File: src/tbeg_pkg.sv
// ----------------------------------------------------------------------------
// Two-bump envelope generator package
// Shared widths, register indexes, reset values and divider request and response types.
// ----------------------------------------------------------------------------
package tbeg_pkg;

    // Sample counter width and saturation value
    localparam int COUNT_BITS = 24;
    localparam logic [COUNT_BITS-1:0] COUNT_MAX = {COUNT_BITS{1'b1}};

    // Field widths
    localparam int GATE_W     = 2;
    localparam int LEVEL_W    = 16;
    localparam int TIME_W     = 24;
    localparam int CFG_IDX_W  = 3;
    localparam int CFG_DATA_W = 24;
    localparam int SMOOTH_W   = 32;

    // Compare width wide enough for attack plus decay and for the counter
    localparam int CMP_W = (COUNT_BITS > TIME_W + 1) ? COUNT_BITS : TIME_W + 1;

    // Serial divider: quotient never exceeds 17 bits, divisor is a region length
    localparam int QUO_W      = LEVEL_W + 1;
    localparam int DIVIDEND_W = QUO_W + TIME_W;
    localparam int DIV_CNT_W  = $clog2(QUO_W);

    // Shared multiplier operand widths
    localparam int MUL_A_W = SMOOTH_W;
    localparam int MUL_B_W = LEVEL_W + 1;
    localparam int MUL_P_W = MUL_A_W + MUL_B_W;

    localparam logic [LEVEL_W-1:0] UNITY = 16'd32768;

    // Gate codes
    localparam logic [GATE_W-1:0] GATE_IDLE = 2'd0;
    localparam logic [GATE_W-1:0] GATE_OFF  = 2'd1;
    localparam logic [GATE_W-1:0] GATE_ON   = 2'd2;

    // Register indexes
    localparam logic [CFG_IDX_W-1:0] REG_ON_BUMP    = 3'd0;
    localparam logic [CFG_IDX_W-1:0] REG_ON_ATTACK  = 3'd1;
    localparam logic [CFG_IDX_W-1:0] REG_ON_DECAY   = 3'd2;
    localparam logic [CFG_IDX_W-1:0] REG_SUSTAIN    = 3'd3;
    localparam logic [CFG_IDX_W-1:0] REG_OFF_BUMP   = 3'd4;
    localparam logic [CFG_IDX_W-1:0] REG_OFF_ATTACK = 3'd5;
    localparam logic [CFG_IDX_W-1:0] REG_OFF_DECAY  = 3'd6;
    localparam logic [CFG_IDX_W-1:0] REG_SLEW       = 3'd7;

    // Register reset values
    localparam logic [LEVEL_W-1:0] RST_ON_BUMP    = 16'd32768;
    localparam logic [TIME_W-1:0]  RST_ON_ATTACK  = 24'd480;
    localparam logic [TIME_W-1:0]  RST_ON_DECAY   = 24'd2400;
    localparam logic [LEVEL_W-1:0] RST_SUSTAIN    = 16'd0;
    localparam logic [LEVEL_W-1:0] RST_OFF_BUMP   = 16'd32768;
    localparam logic [TIME_W-1:0]  RST_OFF_ATTACK = 24'd2400;
    localparam logic [TIME_W-1:0]  RST_OFF_DECAY  = 24'd2400;
    localparam logic [LEVEL_W-1:0] RST_SLEW       = 16'd58982;

    typedef struct packed {
        logic                  start;
        logic [DIVIDEND_W-1:0] dividend;
        logic [TIME_W-1:0]     divisor;
    } t_div_req;

    typedef struct packed {
        logic             busy;
        logic             done;
        logic [QUO_W-1:0] quotient;
    } t_div_rsp;

endpackage

File: src/tbeg_gate_if.sv
// ----------------------------------------------------------------------------
// Gate request channel
// Valid/ready channel carrying one gate level per sample tick.
// ----------------------------------------------------------------------------
interface tbeg_gate_if;
    logic                      valid;
    logic                      ready;
    logic [tbeg_pkg::GATE_W-1:0] gate_level;

    modport source (output valid, output gate_level, input ready);
    modport sink   (input valid, input gate_level, output ready);
endinterface

File: src/tbeg_env_if.sv
// ----------------------------------------------------------------------------
// Envelope result channel
// Valid/ready channel carrying one smoothed envelope value per tick.
// ----------------------------------------------------------------------------
interface tbeg_env_if;
    logic                         valid;
    logic                         ready;
    logic [tbeg_pkg::LEVEL_W-1:0] envelope_value;

    modport source (output valid, output envelope_value, input ready);
    modport sink   (input valid, input envelope_value, output ready);
endinterface

File: src/tbeg_divider.sv
// ----------------------------------------------------------------------------
// Serial restoring divider
// One quotient bit per cycle; the quotient is known to fit in QUO_W bits.
// ----------------------------------------------------------------------------
module tbeg_divider (
    input  logic               i_clk,
    input  logic               i_rst_n,
    input  tbeg_pkg::t_div_req i_req,
    output tbeg_pkg::t_div_rsp o_rsp
);
    import tbeg_pkg::*;

    logic                 r_busy;
    logic                 r_done;
    logic [DIV_CNT_W-1:0] r_cnt;
    logic [TIME_W-1:0]    r_rem;
    logic [QUO_W-1:0]     r_quo;
    logic [TIME_W-1:0]    r_div;

    logic [TIME_W:0]      trial;
    logic                 q_bit;

    assign trial = {r_rem, r_quo[QUO_W-1]};
    assign q_bit = (trial >= {1'b0, r_div});

    always_ff @(posedge i_clk) begin
        if (!i_rst_n) begin
            r_busy <= 1'b0;
            r_done <= 1'b0;
            r_cnt  <= '0;
        end else begin
            r_done <= 1'b0;
            if (i_req.start) begin
                r_busy <= 1'b1;
                r_cnt  <= '0;
            end else if (r_busy) begin
                if (r_cnt == DIV_CNT_W'(QUO_W - 1)) begin
                    r_busy <= 1'b0;
                    r_done <= 1'b1;
                end
                r_cnt <= r_cnt + 1'b1;
            end
        end
    end

    // Payload: partial remainder and dividend/quotient shift register
    always_ff @(posedge i_clk) begin
        if (i_req.start) begin
            r_rem <= i_req.dividend[DIVIDEND_W-1:QUO_W];
            r_quo <= i_req.dividend[QUO_W-1:0];
            r_div <= i_req.divisor;
        end else if (r_busy) begin
            r_rem <= q_bit ? TIME_W'(trial - {1'b0, r_div}) : trial[TIME_W-1:0];
            r_quo <= {r_quo[QUO_W-2:0], q_bit};
        end
    end

    assign o_rsp.busy     = r_busy;
    assign o_rsp.done     = r_done;
    assign o_rsp.quotient = r_quo;

endmodule

File: src/two_bump_envelope_generator.sv
// ----------------------------------------------------------------------------
// Two-bump envelope generator
// Per-sample envelope with note-on and release bumps and a one-pole slew.
// ----------------------------------------------------------------------------
// Each gate request is one sample tick and yields exactly one envelope value.
// A non-idle tick in a ramp region steps through select, multiply, divider
// start, divider wait (17 quotient bits, one per cycle) and the filter states
// before its result is loaded into the output register; on the flat sustain
// or closed regions it skips the multiply and divide states, and an idle tick
// goes from select straight to done. The gate channel is ready only while the
// sequencer is idle, and the next request may be accepted while the previous
// result still waits in the output register. Configuration writes take effect
// at once and should be issued only between ticks. All products come from one
// shared 32x17 multiplier and all quotients from the serial divider.
// ----------------------------------------------------------------------------
module two_bump_envelope_generator (
    input  logic                               i_clk,
    input  logic                               i_rst_n,
    input  logic                               i_cfg_we,
    input  logic [tbeg_pkg::CFG_IDX_W-1:0]     i_cfg_index,
    input  logic [tbeg_pkg::CFG_DATA_W-1:0]    i_cfg_data,
    tbeg_gate_if.sink                          i_gate,
    tbeg_env_if.source                         o_env
);
    import tbeg_pkg::*;

    // Sequencer codes
    localparam logic [2:0] ST_IDLE  = 3'd0;
    localparam logic [2:0] ST_SEL   = 3'd1;
    localparam logic [2:0] ST_MUL   = 3'd2;
    localparam logic [2:0] ST_DSTRT = 3'd3;
    localparam logic [2:0] ST_DIV   = 3'd4;
    localparam logic [2:0] ST_FLT1  = 3'd5;
    localparam logic [2:0] ST_FLT2  = 3'd6;
    localparam logic [2:0] ST_DONE  = 3'd7;

    // Configuration registers
    logic [LEVEL_W-1:0] r_on_bump, r_sustain, r_off_bump, r_slew;
    logic [TIME_W-1:0]  r_on_attack, r_on_decay, r_off_attack, r_off_decay;

    // Control state
    logic [2:0]            r_state;
    logic [COUNT_BITS-1:0] r_count;
    logic [GATE_W-1:0]     r_prev_gate;
    logic [GATE_W-1:0]     r_gate;
    logic                  r_out_valid;

    // Datapath registers
    logic [SMOOTH_W-1:0]   r_smooth;
    logic [MUL_B_W-1:0]    r_mcand;
    logic [TIME_W-1:0]     r_mop;
    logic [TIME_W-1:0]     r_divisor;
    logic [LEVEL_W-1:0]    r_base;
    logic [LEVEL_W-1:0]    r_target;
    logic [MUL_P_W-1:0]    r_acc;
    logic [LEVEL_W-1:0]    r_out_value;

    logic [COUNT_BITS-1:0] n_count;
    logic                  accept;

    // Region decode
    logic                  gate_on;
    logic [TIME_W-1:0]     sel_attack, sel_decay;
    logic [LEVEL_W-1:0]    sel_bump;
    logic [CMP_W-1:0]      n_ext, a_ext, ad_sum, remain;
    logic [MUL_B_W-1:0]    peak;

    // Shared multiplier
    logic [MUL_A_W-1:0]    mul_a;
    logic [MUL_B_W-1:0]    mul_b;
    logic [MUL_P_W-1:0]    mul_p;

    logic [MUL_P_W-1:0]    filt_sum;
    logic [LEVEL_W+1:0]    tgt_sum;
    logic [SMOOTH_W:0]     rounded;

    t_div_req div_req;
    t_div_rsp div_rsp;

    assign accept       = i_gate.valid && i_gate.ready;
    assign i_gate.ready = (r_state == ST_IDLE);

    // Clear the counter on an on/not-on change, then advance it unless idle or saturated
    always_comb begin
        n_count = (i_gate.gate_level[1] != r_prev_gate[1]) ? '0 : r_count;
        if (i_gate.gate_level != GATE_IDLE && n_count != COUNT_MAX) begin
            n_count = n_count + 1'b1;
        end
    end

    // Pick the on or release region set and locate the counter within it
    assign gate_on    = r_gate[1];
    assign sel_attack = gate_on ? r_on_attack : r_off_attack;
    assign sel_decay  = gate_on ? r_on_decay  : r_off_decay;
    assign sel_bump   = gate_on ? r_on_bump   : r_off_bump;
    assign n_ext      = CMP_W'(r_count);
    assign a_ext      = CMP_W'(sel_attack);
    assign ad_sum     = a_ext + CMP_W'(sel_decay);
    assign remain     = ad_sum - n_ext;
    assign peak       = {1'b0, r_sustain} + {1'b0, sel_bump};

    // Operand select for the one multiplier
    always_comb begin
        case (r_state)
            ST_MUL: begin
                mul_a = MUL_A_W'(r_mop);
                mul_b = r_mcand;
            end
            ST_FLT1: begin
                mul_a = r_smooth;
                mul_b = {1'b0, r_slew};
            end
            ST_FLT2: begin
                mul_a = MUL_A_W'(r_target);
                mul_b = MUL_B_W'(18'h10000 - {2'b0, r_slew});
            end
            default: begin
                mul_a = '0;
                mul_b = '0;
            end
        endcase
    end

    assign mul_p    = MUL_P_W'(mul_a) * MUL_P_W'(mul_b);
    assign filt_sum = r_acc + {mul_p[MUL_P_W-17:0], 16'b0};
    assign tgt_sum  = {2'b0, r_base} + {1'b0, div_rsp.quotient};
    assign rounded  = {1'b0, r_smooth} + (SMOOTH_W+1)'(32768);

    assign div_req.start    = (r_state == ST_DSTRT);
    assign div_req.dividend = r_acc[DIVIDEND_W-1:0];
    assign div_req.divisor  = r_divisor;

    tbeg_divider u_div (
        .i_clk   (i_clk),
        .i_rst_n (i_rst_n),
        .i_req   (div_req),
        .o_rsp   (div_rsp)
    );

    // Configuration writes: mask to the register width; every index maps to a register
    always_ff @(posedge i_clk) begin
        if (!i_rst_n) begin
            r_on_bump    <= RST_ON_BUMP;
            r_on_attack  <= RST_ON_ATTACK;
            r_on_decay   <= RST_ON_DECAY;
            r_sustain    <= RST_SUSTAIN;
            r_off_bump   <= RST_OFF_BUMP;
            r_off_attack <= RST_OFF_ATTACK;
            r_off_decay  <= RST_OFF_DECAY;
            r_slew       <= RST_SLEW;
        end else if (i_cfg_we) begin
            case (i_cfg_index)
                REG_ON_BUMP:    r_on_bump    <= i_cfg_data[LEVEL_W-1:0];
                REG_ON_ATTACK:  r_on_attack  <= i_cfg_data[TIME_W-1:0];
                REG_ON_DECAY:   r_on_decay   <= i_cfg_data[TIME_W-1:0];
                REG_SUSTAIN:    r_sustain    <= i_cfg_data[LEVEL_W-1:0];
                REG_OFF_BUMP:   r_off_bump   <= i_cfg_data[LEVEL_W-1:0];
                REG_OFF_ATTACK: r_off_attack <= i_cfg_data[TIME_W-1:0];
                REG_OFF_DECAY:  r_off_decay  <= i_cfg_data[TIME_W-1:0];
                REG_SLEW:       r_slew       <= i_cfg_data[LEVEL_W-1:0];
                default: ;
            endcase
        end
    end

    // Sequencer and filter state
    always_ff @(posedge i_clk) begin
        if (!i_rst_n) begin
            r_state     <= ST_IDLE;
            r_count     <= '0;
            r_prev_gate <= GATE_IDLE;
            r_gate      <= GATE_IDLE;
            r_smooth    <= '0;
            r_out_valid <= 1'b0;
        end else begin
            // Load a fresh result when the output register frees up, else
            // drop the current one once the sink has taken it
            if (r_state == ST_DONE && (!r_out_valid || o_env.ready)) begin
                r_out_valid <= 1'b1;
            end else if (o_env.valid && o_env.ready) begin
                r_out_valid <= 1'b0;
            end
            case (r_state)
                ST_IDLE: begin
                    if (accept) begin
                        r_count     <= n_count;
                        r_prev_gate <= i_gate.gate_level;
                        r_gate      <= i_gate.gate_level;
                        r_state     <= ST_SEL;
                    end
                end
                ST_SEL: begin
                    if (r_gate == GATE_IDLE) begin
                        // Idle forces the filter closed and the output to zero
                        r_smooth <= '0;
                        r_state  <= ST_DONE;
                    end else if (n_ext < a_ext || n_ext < ad_sum) begin
                        r_state <= ST_MUL;
                    end else begin
                        r_state <= ST_FLT1;
                    end
                end
                ST_MUL:   r_state <= ST_DSTRT;
                ST_DSTRT: r_state <= ST_DIV;
                ST_DIV: begin
                    if (div_rsp.done) begin
                        r_state <= ST_FLT1;
                    end
                end
                ST_FLT1: r_state <= ST_FLT2;
                ST_FLT2: begin
                    r_smooth <= filt_sum[SMOOTH_W+15:16];
                    r_state  <= ST_DONE;
                end
                ST_DONE: begin
                    // Hold until the output register is free
                    if (!r_out_valid || o_env.ready) begin
                        r_state <= ST_IDLE;
                    end
                end
                default: r_state <= ST_IDLE;
            endcase
        end
    end

    // Datapath payload registers
    always_ff @(posedge i_clk) begin
        case (r_state)
            ST_SEL: begin
                if (n_ext < a_ext) begin
                    // Rise: peak-from-zero when on, sustain-to-peak on release
                    r_mcand   <= gate_on ? peak : {1'b0, sel_bump};
                    r_mop     <= n_ext[TIME_W-1:0];
                    r_divisor <= sel_attack;
                    r_base    <= gate_on ? '0 : r_sustain;
                end else if (n_ext < ad_sum) begin
                    // Fall: bump back to sustain when on, peak to zero on release
                    r_mcand   <= gate_on ? {1'b0, sel_bump} : peak;
                    r_mop     <= remain[TIME_W-1:0];
                    r_divisor <= sel_decay;
                    r_base    <= gate_on ? r_sustain : '0;
                end else begin
                    r_target <= (gate_on && r_sustain <= UNITY) ? r_sustain
                              : (gate_on ? UNITY : '0);
                end
            end
            ST_MUL:  r_acc <= mul_p;
            ST_DIV: begin
                if (div_rsp.done) begin
                    r_target <= (tgt_sum > {2'b0, UNITY}) ? UNITY : tgt_sum[LEVEL_W-1:0];
                end
            end
            ST_FLT1: r_acc <= mul_p;
            ST_DONE: begin
                if (!r_out_valid || o_env.ready) begin
                    r_out_value <= rounded[SMOOTH_W-1:16];
                end
            end
            default: ;
        endcase
    end

    assign o_env.valid          = r_out_valid;
    assign o_env.envelope_value = r_out_value;

`ifndef ASSERT_OFF
    // The slew filter is a convex mix of values no larger than unity
    a_smooth_bound: assert property (@(posedge i_clk) disable iff (!i_rst_n)
        r_smooth <= 32'h8000_0000)
        else $error("filter state above unity");

    // A presented envelope never exceeds unity
    a_out_bound: assert property (@(posedge i_clk) disable iff (!i_rst_n)
        o_env.valid |-> o_env.envelope_value <= UNITY)
        else $error("envelope above unity");

    // A non-idle tick always leaves a non-zero counter
    a_count_adv: assert property (@(posedge i_clk) disable iff (!i_rst_n)
        (accept && i_gate.gate_level != GATE_IDLE) |=> r_count != '0)
        else $error("sample counter not advanced");

    // The divider only works and reports completion while the sequencer waits
    a_div_state: assert property (@(posedge i_clk) disable iff (!i_rst_n)
        (div_rsp.busy || div_rsp.done) |-> r_state == ST_DIV)
        else $error("divider active outside its wait state");
`endif

endmodule
File: src/flat_wrapper.sv
// flat-port wrapper written by rule: the top's interface ports become plain ports
module two_bump_envelope_generator_flat import tbeg_pkg::*;
  (i_clk, i_rst_n, i_cfg_we, i_cfg_index, i_cfg_data, i_gate_valid, i_gate_gate_level, i_gate_ready, o_env_valid, o_env_envelope_value, o_env_ready);
  tbeg_gate_if i_gate_i ();
  tbeg_env_if o_env_i ();
  input  logic i_clk;
  input  logic i_rst_n;
  input  logic i_cfg_we;
  input  logic [tbeg_pkg::CFG_IDX_W-1:0] i_cfg_index;
  input  logic [tbeg_pkg::CFG_DATA_W-1:0] i_cfg_data;
  input wire logic [$bits(i_gate_i.valid)-1:0] i_gate_valid;
  input wire logic [$bits(i_gate_i.gate_level)-1:0] i_gate_gate_level;
  output wire logic [$bits(i_gate_i.ready)-1:0] i_gate_ready;
  output wire logic [$bits(o_env_i.valid)-1:0] o_env_valid;
  output wire logic [$bits(o_env_i.envelope_value)-1:0] o_env_envelope_value;
  input wire logic [$bits(o_env_i.ready)-1:0] o_env_ready;
  assign i_gate_i.valid = i_gate_valid;
  assign i_gate_i.gate_level = i_gate_gate_level;
  assign i_gate_ready = i_gate_i.ready;
  assign o_env_valid = o_env_i.valid;
  assign o_env_envelope_value = o_env_i.envelope_value;
  assign o_env_i.ready = o_env_ready;
  two_bump_envelope_generator u_core (.i_clk(i_clk), .i_rst_n(i_rst_n), .i_cfg_we(i_cfg_we), .i_cfg_index(i_cfg_index), .i_cfg_data(i_cfg_data), .i_gate(i_gate_i), .o_env(o_env_i));
endmodule
File: config.mk
export PLATFORM = sky130hd
export DESIGN_NAME = two_bump_envelope_generator_flat
export DESIGN_NICKNAME = d
export VERILOG_FILES = /design/src/tbeg_pkg.sv /design/src/tbeg_gate_if.sv /design/src/tbeg_env_if.sv /design/src/tbeg_divider.sv /design/src/two_bump_envelope_generator.sv /design/src/flat_wrapper.sv
export SDC_FILE = /design/constraint.sdc
export NUM_CORES = 2
export LEC_CHECK = 0
export BUFFER_PORTS_ARGS = -buffer_cell sky130_fd_sc_hd__buf_2
export CORE_MARGIN = 1.5
export CORE_UTILIZATION = 65
export CTS_CLUSTER_SIZE = 28
export DETAILED_ROUTE_END_ITERATION = 10
export GPL_ROUTABILITY_DRIVEN = 1
export GPL_TIMING_DRIVEN = 0
export MAX_ROUTING_LAYER = met4
export PLACE_DENSITY_LB_ADDON = 0.05
export RECOVER_POWER = 100
export SLEW_MARGIN = 5
export SYNTH_ARGS = -nofsm -noshare
export SYNTH_HDL_FRONTEND = slang
export SYNTH_HIERARCHICAL = 1
export SYNTH_SLANG_ARGS = --single-unit
File: constraint.sdc
create_clock -name i_clk -period 21.3 [get_ports i_clk]
set_clock_uncertainty 0.05 [all_clocks]
set_input_delay 1.065 -clock i_clk [delete_from_list [all_inputs] [get_ports i_clk]]
set_output_delay 1.065 -clock i_clk [all_outputs]
set_load 0.02 [all_outputs]
* After elaboration in Yosys (flattened, before gate mapping) *
Index checks and enable logic that the tools add are counted.

word-level totals
  register bits = 455
  input bits = 34
  output and inout bits = 18
  word-level logic and storage cells = 146

cells by class
  add/sub/neg operators = 10
  $mul = 1
  magnitude comparators = 5
  equality and inequality tests = 23
  mux-type cells = 45
  bitwise operators = 2
  reductions and logical operators = 34

operator list
  cell                    number
  $mux 24                 11
  $mux 16                 11
  $mux 17                 6
  $pmux 32 s3             1
  $pmux 32 s2             1
  $pmux 17 s3             1
  $add 48x48->48          1
  $mul 32x17->48          1
  $sub 24x24->24          2
  $add 32x16->32 const B  1
  $mux 32                 1
  $pmux 16 s2             1
  $add 24x24->25          1
  $ge 25x24->1            1
  $lt 24x25->1            1
  $add 24x1->24 const B   1
  $eq 3x3->1 const B      8
  $lt 24x24->1            1
  $ne 24x24->1 const B    1
  $pmux 3 s8              1
  $reduce_and 2->1        12
  $add 16x17->18          1
  $gt 18x16->1 const B    1
  $add 16x16->17          1
  22 further kinds        52

* Longest topological paths before layout *
  depth after elaboration = 7
  depth in mapped cells = 42
  depth with buffers taken out = 40

* By module *
Netlist, hierarchy kept.

modules (own cells, without submodules)
  module                       instances  cells each  area each (um^2)
  two_bump_envelope_generator  1          4458        39356.5
  tbeg_divider                 1          413         4424.2

* Worst setup path before layout *
Ideal clock, no wire load.

  path kind = flip-flop to flip-flop
  start point = register u_core.r_state[0]
  end point = register u_core.r_smooth[30]
  arrival = 8.537 ns
  required time = 21.126 ns
  path slack = 12.589 ns
  cell stages (with the launch flop) = 37
  clock period less this slack = 8.711 ns
  cell sequence = dfxtp_1 -> clkbuf_1 -> nand2b_1 -> nor2_1 -> clkbuf_1 -> buf_1 -> a22oi_1 -> nor2_1 -> fa_1 -> fa_1 -> ha_1 -> inv_1 -> fa_1 -> fa_1 -> fa_1 -> inv_1 -> ha_1 -> and2_4 -> a221o_1 -> o21a_1 -> o21ai_0 -> nand2b_1 -> a21o_1 -> a21oi_1 -> xnor2_1 -> ha_1 -> and3_1 -> and3_1 -> a221oi_1 -> o21ai_1 -> o2111ai_1 -> a31o_2 -> o21ai_1 -> or4_1 -> a31oi_1 -> xor2_1 -> o21ai_1

on the way
  word-level cells in the longest chain between the ends = 5
  elaborated cells on any way between the ends = 12
  classes of those cells = 1 x add/sub; 1 x mul; 5 x eq/ne; 3 x mux; 2 x reduce/logical

RTL lines
  element                                            RTL line                            text
  from (decl)                                        two_bump_envelope_generator.sv:42   logic [2:0] r_state;
  from (signal assigned)                             two_bump_envelope_generator.sv:169  r_state <= ST_IDLE;
  from (signal assigned)                             two_bump_envelope_generator.sv:189  r_state <= ST_SEL;
  from (signal assigned)                             two_bump_envelope_generator.sv:196  r_state <= ST_DONE;
  $eq 3x3->1 / $eq 3x2->1 (equally long branches)    two_bump_envelope_generator.sv:104  case (r_state)
  $pmux 32 s3 / $pmux 17 s3 (equally long branches)  two_bump_envelope_generator.sv:104
  $mul 32x17->48 *                                   two_bump_envelope_generator.sv:124  assign mul_p = MUL_P_W'(mul_a) * MUL_P_W'(mul_b);
  named net u_core.mul_p[14]                         two_bump_envelope_generator.sv:71   logic [MUL_P_W-1:0] mul_p;
  $add 48x48->48 *                                   two_bump_envelope_generator.sv:125  assign filt_sum = r_acc + {mul_p[MUL_P_W-17:0], 16'b0};
  $pmux 32 s2 *                                      two_bump_envelope_generator.sv:183  case (r_state)
  to (signal assigned)                               two_bump_envelope_generator.sv:212  r_smooth <= filt_sum[SMOOTH_W+15:16];
  to (decl)                                          two_bump_envelope_generator.sv:49   logic [SMOOTH_W-1:0] r_smooth;

The timed path passes the listed nets; every way through them passes the cells marked *.
A chain may end at the register's enable or synchronous reset.

* Final worst setup path *
  start point = register u_core.r_slew[6]
  end point = register u_core.r_smooth[31]

on the way
  word-level cells in the longest chain between the ends = 5

RTL lines
  element                     RTL line                            text
  from (decl)                 two_bump_envelope_generator.sv:38   logic [LEVEL_W-1:0] r_on_bump, r_sustain, r_off_bump, r_slew;
  from (signal assigned)      two_bump_envelope_generator.sv:160  REG_SLEW: r_slew <= i_cfg_data[LEVEL_W-1:0];
  $sub 17x16->17              two_bump_envelope_generator.sv:115  mul_b = MUL_B_W'(18'h10000 - {2'b0, r_slew});
  $pmux 17 s3 *               two_bump_envelope_generator.sv:104
  $mul 32x17->48 *            two_bump_envelope_generator.sv:124
  named net u_core.mul_p[29]  two_bump_envelope_generator.sv:71
  $add 48x48->48 *            two_bump_envelope_generator.sv:125
  $pmux 32 s2 *               two_bump_envelope_generator.sv:183

Marked as above.

==> impl_metrics.env <==
export IMPL_ctsRootBufferMaster="clkbuf_16"
export IMPL_irDropWorstVdd_mv=0.0705
export IMPL_fin_nets=5756
export IMPL_finalPower_mw=2.99
export IMPL_drv_slew=214
export IMPL_insertion_delay_ns=0.59
export IMPL_worstSetupStartpoint="u_core/r_slew[6]$_SDFFE_PN1P_"
export IMPL_grt_overflow_total=0
export IMPL_crit_cells=34
export IMPL_crit_buf_inv=5
export IMPL_setup_tns_ns=0
export IMPL_endpoint="u_core/r_smooth[31]$_SDFFE_PN0P_"
export IMPL_required_ns=21.71
export IMPL_regMostFlops="u_core/r_acc"
export IMPL_hp_class="reg2reg"
export IMPL_clock_path_buffers=3
export IMPL_hold_viol=0
export IMPL_outcome="finished, violations left"
export IMPL_violations="capacitance limit, slew limit"
export IMPL_crit_type="reg2reg"
export IMPL_slew_headroom=-1.59
export IMPL_crit_slowest_cell="a22oi_1"
export IMPL_post_cts_resized=0
export IMPL_track_usage=0.423
export IMPL_fin_crit_sh=0.537
export IMPL_r2r_start="u_core/r_slew[6]$_SDFFE_PN1P_"
export IMPL_grt_pass1_vias=35187
export IMPL_worst_slack_ns=9.86
export IMPL_cp_top_family="adder cells"
export IMPL_remaining_drc_errors=0
export IMPL_crit_fanout=10
export IMPL_core_area_mm2=0.0662
export IMPL_cpPeakStageDelay_ns=1.05
export IMPL_top_layer_used="met4"
export IMPL_numCtsBuffers=46
export IMPL_largest_reg_flops=48
export IMPL_wirelength_met1_um=57000
export IMPL_synthCells=4870
export IMPL_critical_path_arrival_ns=11.85
export IMPL_met2_length_um=60900
export IMPL_post_drt_wl_per_cell_um=24.1
export IMPL_ff2ff_path_depth=34
export IMPL_timing_rr_end="u_core/r_smooth[31]$_SDFFE_PN0P_"
export IMPL_pwr_density_cell_mw_per_mm2=64.2
export IMPL_die_y_um=263
export IMPL_fmax_mhz=87.4
export IMPL_ant_nets=0
export IMPL_post_cts_buffers=0
export IMPL_initial_core_util=0.661
export IMPL_cts_tree="built"
export IMPL_die_w_um=263
export IMPL_rsz0062_at_grt="false"
export IMPL_clock_sinks=455
export IMPL_cp_common_cell="fa_1"
export IMPL_yosys_warnings=6
export IMPL_drive_gt1_frac=0.0424
export IMPL_worst_pin_slew_ns=3.88
export IMPL_gp_congestion=1.05
export IMPL_vias=36601
export IMPL_dp_slack_ns=10.41
export IMPL_reg2reg_slack_ns=9.86
export IMPL_htreeDepth=2
export IMPL_drt_iter0_drc=4948
export IMPL_antenna_found_initial=10
export IMPL_synth_area_mm2=0.0438
export IMPL_vias_per_cell=6.24
export IMPL_dieArea_mm2=0.0689
export IMPL_num_io_pins=52
export IMPL_grt_pass1_wl_um=213000
export IMPL_area_growth_pct=6.43
export IMPL_grt_max_degree=50
export IMPL_syn_mean_instance_area_um2=8.99
export IMPL_leakage_nw=19.7
export IMPL_cp_start_kind="flip-flop"
export IMPL_cp_end_kind="flip-flop"
export IMPL_hold_buffers=0
export IMPL_drtPass1Iterations=8
export IMPL_max_cap_violations=6
export IMPL_wl_um=141000
export IMPL_fin_crit_ns=11.44
export IMPL_reg_top3="u_core/r_acc: 48 flops, u_core/r_smooth: 32 flops"
export IMPL_wl_met3_um=17900
export IMPL_io_buffers=33
export IMPL_finalSetupViolCount=0
export IMPL_placement_rows=94
export IMPL_cts_reportedPaths_clkPinSlew_ns=0.06
export IMPL_hpwl_um=115000
==> how the worst min path moves through the flow <==
stage                                    from                          endpoint  slack, ns  cells past startpoint
3_5_place_dp    u_core/r_divisor[1]$_DFFE_PP_   u_core/u_div/r_div[1]$_DFFE_PP_       0.35                      0
3_3_place_gp   u_core/r_divisor[23]$_DFFE_PP_  u_core/u_div/r_div[23]$_DFFE_PP_       0.35                      0
5_1_grt         u_core/r_divisor[8]$_DFFE_PP_   u_core/u_div/r_div[8]$_DFFE_PP_       0.38                      0
4_1_cts         u_core/r_divisor[4]$_DFFE_PP_   u_core/u_div/r_div[4]$_DFFE_PP_       0.37                      0
6_report        u_core/r_divisor[6]$_DFFE_PP_   u_core/u_div/r_div[6]$_DFFE_PP_       0.37                      0
2_1_floorplan   u_core/r_divisor[0]$_DFFE_PP_   u_core/u_div/r_div[0]$_DFFE_PP_       0.35                      0
==> final cells by class <==
cell class	instances	area [um2]
multi-input cells	3536	28900
fillers	5318	19600
well taps	864	1080
clock inverters	31	434
inverters	647	2430
flip-flops and latches	455	11400
clock buffers	55	1250
repair buffers	38	170
plain buffers	237	951
diodes	5	12.5
==> through the flow <==
| step | instance area [um2] | hold slack (ns) | utilization | std cells |
|---|---|---|---|---|
| 3_3_place_gp | 45000 | 0.350 | 0.680 | 5772 |
| 2_1_floorplan | 43800 | 0.350 | - | 4875 |
| 5_1_grt | 46600 | 0.378 | 0.704 | 5867 |
| 6_report | 46600 | 0.367 | 0.704 | 5868 |
| 4_1_cts | 46800 | 0.367 | 0.707 | 5862 |
| 3_5_place_dp | 45100 | 0.355 | 0.681 | 5776 |
==> metal layers <==
layer,vias to the layer above,GRT usage
li1,16211,-
met1,17828,0.576
met2,2178,0.615
met3,384,0.110
met4,0,0.142
met5,-,-
==> power breakdown <==
group / switching (mW) / internal [mW]
Sequential: 0.0650 / 1.02
Clock: 0.365 / 0.542
Combinational: 0.695 / 0.304
==> placed cells by master (no fill, tap or decap), types with 11 or more instances in the layout <==
cell type	n
nand3_1	80
xnor2_1	112
edfxtp_1	226
a211oi_1	19
nand2b_1	27
and2_0	26
dfxtp_1	229
mux2_1	22
a22oi_1	55
a21boi_0	149
o211ai_1	18
nor3_1	40
a31oi_1	20
a22o_1	70
mux2_2	63
clkbuf_1	224
nand2_1	868
nor2b_1	65
a21oi_1	152
buf_2	22
inv_1	647
xor2_1	86
mux2i_1	35
o21a_1	32
o21ai_0	144
nor4_1	11
clkbuf_2	16
nand4_1	36
o21bai_1	21
and3_1	33
a21o_1	67
o31ai_1	21
and2_1	43
ha_1	307
fa_1	454
or3_1	11
clkbuf_16	47
nor2_1	304
a41oi_1	13
Power figures use the tool's default switching activity.
